**src/rtl/core/rspe_pkg.sv**
```systemverilog
package rspe_pkg;

  localparam int unsigned MAX_PARITY = 30;
  localparam int unsigned CNT_W      = $clog2(MAX_PARITY + 1);

  localparam logic [4:0] ECC_RESET   = 5'd10;
  // Low byte of the field polynomial x^8+x^4+x^3+x^2+1
  localparam logic [7:0] GF_POLY_LOW = 8'h1D;

  typedef logic [MAX_PARITY-1:0][7:0] byte_vec_t;
  typedef logic [CNT_W-1:0]           cnt_t;

  typedef struct packed {
    logic start;
    cnt_t n;
  } gen_ctrl_t;

  function automatic logic [7:0] gf_xtime(input logic [7:0] a);
    return {a[6:0], 1'b0} ^ (a[7] ? GF_POLY_LOW : 8'h00);
  endfunction

  function automatic logic [7:0] gf_mul(input logic [7:0] a, input logic [7:0] b);
    logic [7:0] x;
    logic [7:0] acc;
    x   = a;
    acc = '0;
    for (int k = 0; k < 8; k++) begin
      if (b[k]) acc = acc ^ x;
      x = gf_xtime(x);
    end
    return acc;
  endfunction

  // Saturate the programmed count to 1..MAX_PARITY
  function automatic cnt_t eff_count(input logic [4:0] ecc);
    if (ecc == 5'd0) return cnt_t'(1);
    if (32'(ecc) > MAX_PARITY) return cnt_t'(MAX_PARITY);
    return cnt_t'(ecc);
  endfunction

endpackage

```
**src/rtl/core/rspe_gen_build.sv**
```systemverilog
// Builds the reversed generator polynomial prod (1 + alpha^i x), one root per
// cycle. coeff_o[i] is the coefficient of x^(i+1); the constant term 1 is implied.
// That ordering lines coeff_o[i] up with remainder tap i.
module rspe_gen_build (
  input  logic                 clk_i,
  input  logic                 rst_ni,
  input  rspe_pkg::gen_ctrl_t  ctrl_i,
  output rspe_pkg::byte_vec_t  coeff_o,
  output logic                 busy_o
);

  rspe_pkg::byte_vec_t coeff_q, coeff_d;
  logic [7:0]          root_q, root_d;
  rspe_pkg::cnt_t      iter_q, iter_d;

  assign busy_o  = (iter_q != ctrl_i.n);
  assign coeff_o = coeff_q;

  always_comb begin
    logic [7:0] prev;
    coeff_d = coeff_q;
    root_d  = root_q;
    iter_d  = iter_q;
    prev    = 8'h01;
    if (ctrl_i.start) begin
      coeff_d = '0;
      root_d  = 8'h01;
      iter_d  = '0;
    end else if (busy_o) begin
      // multiply by (1 + root x)
      for (int i = 0; i < rspe_pkg::MAX_PARITY; i++) begin
        coeff_d[i] = coeff_q[i] ^ rspe_pkg::gf_mul(root_q, prev);
        prev       = coeff_q[i];
      end
      root_d = rspe_pkg::gf_xtime(root_q);
      iter_d = iter_q + rspe_pkg::cnt_t'(1);
    end
  end

  always_ff @(posedge clk_i or negedge rst_ni) begin
    if (!rst_ni) begin
      coeff_q <= '0;
      root_q  <= 8'h01;
      iter_q  <= '0;
    end else begin
      coeff_q <= coeff_d;
      root_q  <= root_d;
      iter_q  <= iter_d;
    end
  end

endmodule

```
**config.mk**
```make
export PLATFORM = sky130hd
export DESIGN_NAME = rspe_gen_build
export DESIGN_NICKNAME = d
export VERILOG_FILES = /design/src/rtl/core/rspe_pkg.sv /design/src/rtl/core/rspe_gen_build.sv
export SDC_FILE = /design/constraint.sdc
export NUM_CORES = 2
export LEC_CHECK = 0
export BUFFER_PORTS_ARGS = -buffer_cell sky130_fd_sc_hd__buf_4
export CAP_MARGIN = 40
export CORE_ASPECT_RATIO = 1.75
export CORE_MARGIN = 2
export CORE_UTILIZATION = 30
export CTS_CLUSTER_SIZE = 10
export DETAILED_ROUTE_END_ITERATION = 6
export PLACE_DENSITY_LB_ADDON = 0.12
export SLEW_MARGIN = 25
export SYNTH_ARGS = -nofsm -noshare
export SYNTH_HDL_FRONTEND = slang
export SYNTH_SLANG_ARGS = --single-unit
```
**constraint.sdc**
```tcl
create_clock -name clk_i -period 2.65 [get_ports clk_i]
set_input_delay 0.53 -clock clk_i [delete_from_list [all_inputs] [get_ports clk_i]]
set_output_delay 0.53 -clock clk_i [all_outputs]
set_load 0.005 [all_outputs]
```
==> flow_summary_export.csv <==
group,metric,value,unit
sta,relSlewSlack,48.6,%
floorplan,die_width,271,um
grt,grt_pass1_vias,35800,
critical_path,critical_path.top_delay_family,"XOR/XNOR gates",
power,p_seq_share,28.6,%
power,power_density,668,nW/um2
place,routabilityCongestion,0.812,
clock_tree,cts_buffers,36,
clock_tree,h-tree-depth,2,
synthesis,synth-edff-count,0,
run,max_cap_viol_count,0,
critical_path,cp_max_fo,6,
routing,vias,36500,
synthesis,avgSynthCellArea,7.31,um2
critical_path,critPathLaunchType,"flip-flop",
critical_path,cp.required,3.19,ns
clock_tree,cts-root-buf,"clkbuf_16",
floorplan,ioPinCount,249,
synthesis,ys.flop_type,"dfrtp_1",
synthesis,synth_seq_cells,253,
critical_path,endpoint_kind,"flip-flop",
sta,worst_slew_pin_slew,0.771,ns
grt,antenna_found_initial,1,
run_status,violations,"setup timing",
place,pre_cts_ws,-0.602,ns
place,place_hpwl,107,mm
synthesis,ys_warn_count,0,
synthesis,ys_seq_area_share,16.9,%
power,pwr-share-clk,15.6,%
floorplan,die_y,472,um
clock_tree,worst_skew_pair.late_latency,0.62,ns
sta,fin_skew,0.0378,ns
power,switching_share,45.7,%
worst_hold_path,hp-class,"input port to flip-flop",
synthesis,synth_commonest_cells,"nand2_1 (1640), xnor2_1 (882), clkbuf_1 (411)",
routing,post-route-drc-count,0,
routing,ant_nets,0,
synthesis,syn-num-nets,5145,
synthesis,synth_top_area_share,20.6,%
routing,wl_per_cell,23.2,um
clock_tree,clk_pin_slew_worst_paths,0.07,ns
power,p_sw,14900,uW
synthesis,ys_types,42,
power,ir_drop,360,uV
power,power.total,32700,uW
grt,grt_util_all_layers,25.0,%
cells_and_area,num-nets-final,5436,
clock_tree,cts_sinks,253,
floorplan,dieArea,128000,um2
sta,rsz0062_at_grt,"true",
critical_path,rrSetupSlack,-0.25,ns
sta,fin_ws,-0.251,ns
cells_and_area,post-route-util,39.4,%
floorplan,start_util,30.2,%
run_status,status,"finished with violations",
synthesis,async_reset_ff_share,100,%
grt,grt_first_pass_wirelength,242,mm
synthesis,yosys.area.top_type,"xnor2_1",
synthesis,post-synth-top-count-cell,"nand2_1",
grt,grt_start_max_net_pins,118,
critical_path,path_buf_inv,3,
clock_tree,clockBufferDepth,3,
synthesis,synthTopCellsByArea,"xnor2_1 (21%), dfrtp_1 (17%), nand2_1 (16%)",
sta,finalMaxSlewViolations,0,
power,p_int,17800,uW
power,leakagePower,0.0196,uW
place,placed_area,43800,um2
routing,routed_wl,165,mm
synthesis,syn_inst,5135,
critical_path,critPathMaxStageDelay,0.53,ns
critical_path,crit_type,"flip-flop to flip-flop",
routing,drt_iter0_drc,2359,
floorplan,core,124000,um2
cells_and_area,layout-drive-gt1-share,23.7,%
sta,timing_hold_violations_final,0,
sta,max_freq,345,MHz
grt,overflow,0,
synthesis,netlist_area,37500,um2
power,pwr-share-comb,55.8,%
cells_and_area,postLayoutCellArea,48900,um2
routing,dr.pass1.iters,7,
sta,period_share,109,%
sta,min_period,2.90,ns
sta,finalSetupViolCount,208,
place,io_buffers,248,
clock_tree,tritoncts,"built",
cells_and_area,area.growth.synth_to_final,30.3,%
critical_path,crit_slowest_cell,"dfrtp_4",
routing,vias_per_cell,5.15,
critical_path,crit_chain,"xor3_2, xor2_4, buf_4, clkbuf_16, buf_4, nand2_1, xnor3_1, xnor3_1, or3_1, a21oi_1",
critical_path,arrival,3.44,ns
floorplan,num_rows,171,
## through the flow
stage	hold WS, ns	setup TNS, ns	std cells
finish	0.378	-24.67	7091
global placement	0.520	-23.00	6891
CTS	0.367	-24.53	7030
detailed placement	0.528	-27.73	6891
global route	0.408	-49.09	7091
floorplan	0.234	0	5135
## sequential cells by signal (all words and copies together) (netlist names)
name	count
iter_q	5
root_q	8
coeff_o	240
## cell families after synthesis
logic type / Yosys count / synth area share [%]
simple gates: 2172 / 24.7
xor+xnor: 1345 / 39.4
buf+inv: 566 / 6.00
fa+ha+maj: 2 / 0.0667
flops: 253 / 16.9
mux: 115 / 3.43
compound gates: 682 / 9.57
## layer usage
layer / part of all wire [%] / track usage (%) / vias to the layer above
met5: 0 / 0 / -
met4: 4.1 / 8.98 / 0
met3: 4.6 / 3.16 / 259
met2: 51 / 44.9 / 941
met1: 41 / 30.2 / 18200
li1: - / - / 17100
## worst reg2reg max path: stages, from the launching register on
cell and delay (ns):
dfrtp_4 0.53, xor3_2 0.45, xor2_4 0.25, buf_4 0.20, clkbuf_16 0.16, buf_4 0.11
nand2_1 0.05, xnor3_1 0.40, xnor3_1 0.23, or3_1 0.31, a21oi_1 0.14
## final cells by class
type	instances	area (um2)
Inverter	1	3.75
Sequential cell	253	6360
Tap cell	1643	2060
Multi-Input combinational cell	4316	30900
Clock inverter	7	67.6
Timing Repair Buffer	818	8420
Antenna cell	1	2.50
Clock buffer	52	1040
Fill cell	12800	75200
## power groups by stage
stage                     logic (uW)  clock network [uW]  registers, uW
after global routing           19800                5340           9620
after CTS                      17700                5260           9290
final                          18200                5110           9330
after global placement         16800                   0           9300
after detailed placement       17000                   0           9310
after floorplan                12300                   0           6310
## final timing paths
path,start,cells past startpoint,end
max,root_q[5],10,coeff_o[132]
min,ctrl_i[5],2,coeff_o[61]
max reg2reg,root_q[5],10,coeff_o[132]
min reg2reg,coeff_o[233],2,coeff_o[233]
max in group asynchronous,rst_ni,3,coeff_o[96]
min in group asynchronous,rst_ni,2,coeff_o[30]
## cells in the final DEF (no fill, tap or decap), types with 116 or more instances in the layout
cell type | netlist | final
a21oi_1 | 379 | 320
buf_12 | 0 | 116
buf_4 | 5 | 607
dfrtp_1 | 252 | 245
nand2_1 | 1640 | 1595
o21ai_0 | 235 | 233
or3_1 | 231 | 220
xnor2_1 | 882 | 760
xnor2_2 | 1 | 116
xnor3_1 | 209 | 209
xor2_1 | 244 | 236
## what timing repair did
action,CTS,global route
buffers inserted,67,59
pin swaps,131,173
endpoints found under the setup margin,208,231
cloned,13,8
hold buffers,1,0
gates resized for setup,193,246
endpoints found under the hold margin,35,0
(Power assumes the default switching activity.)
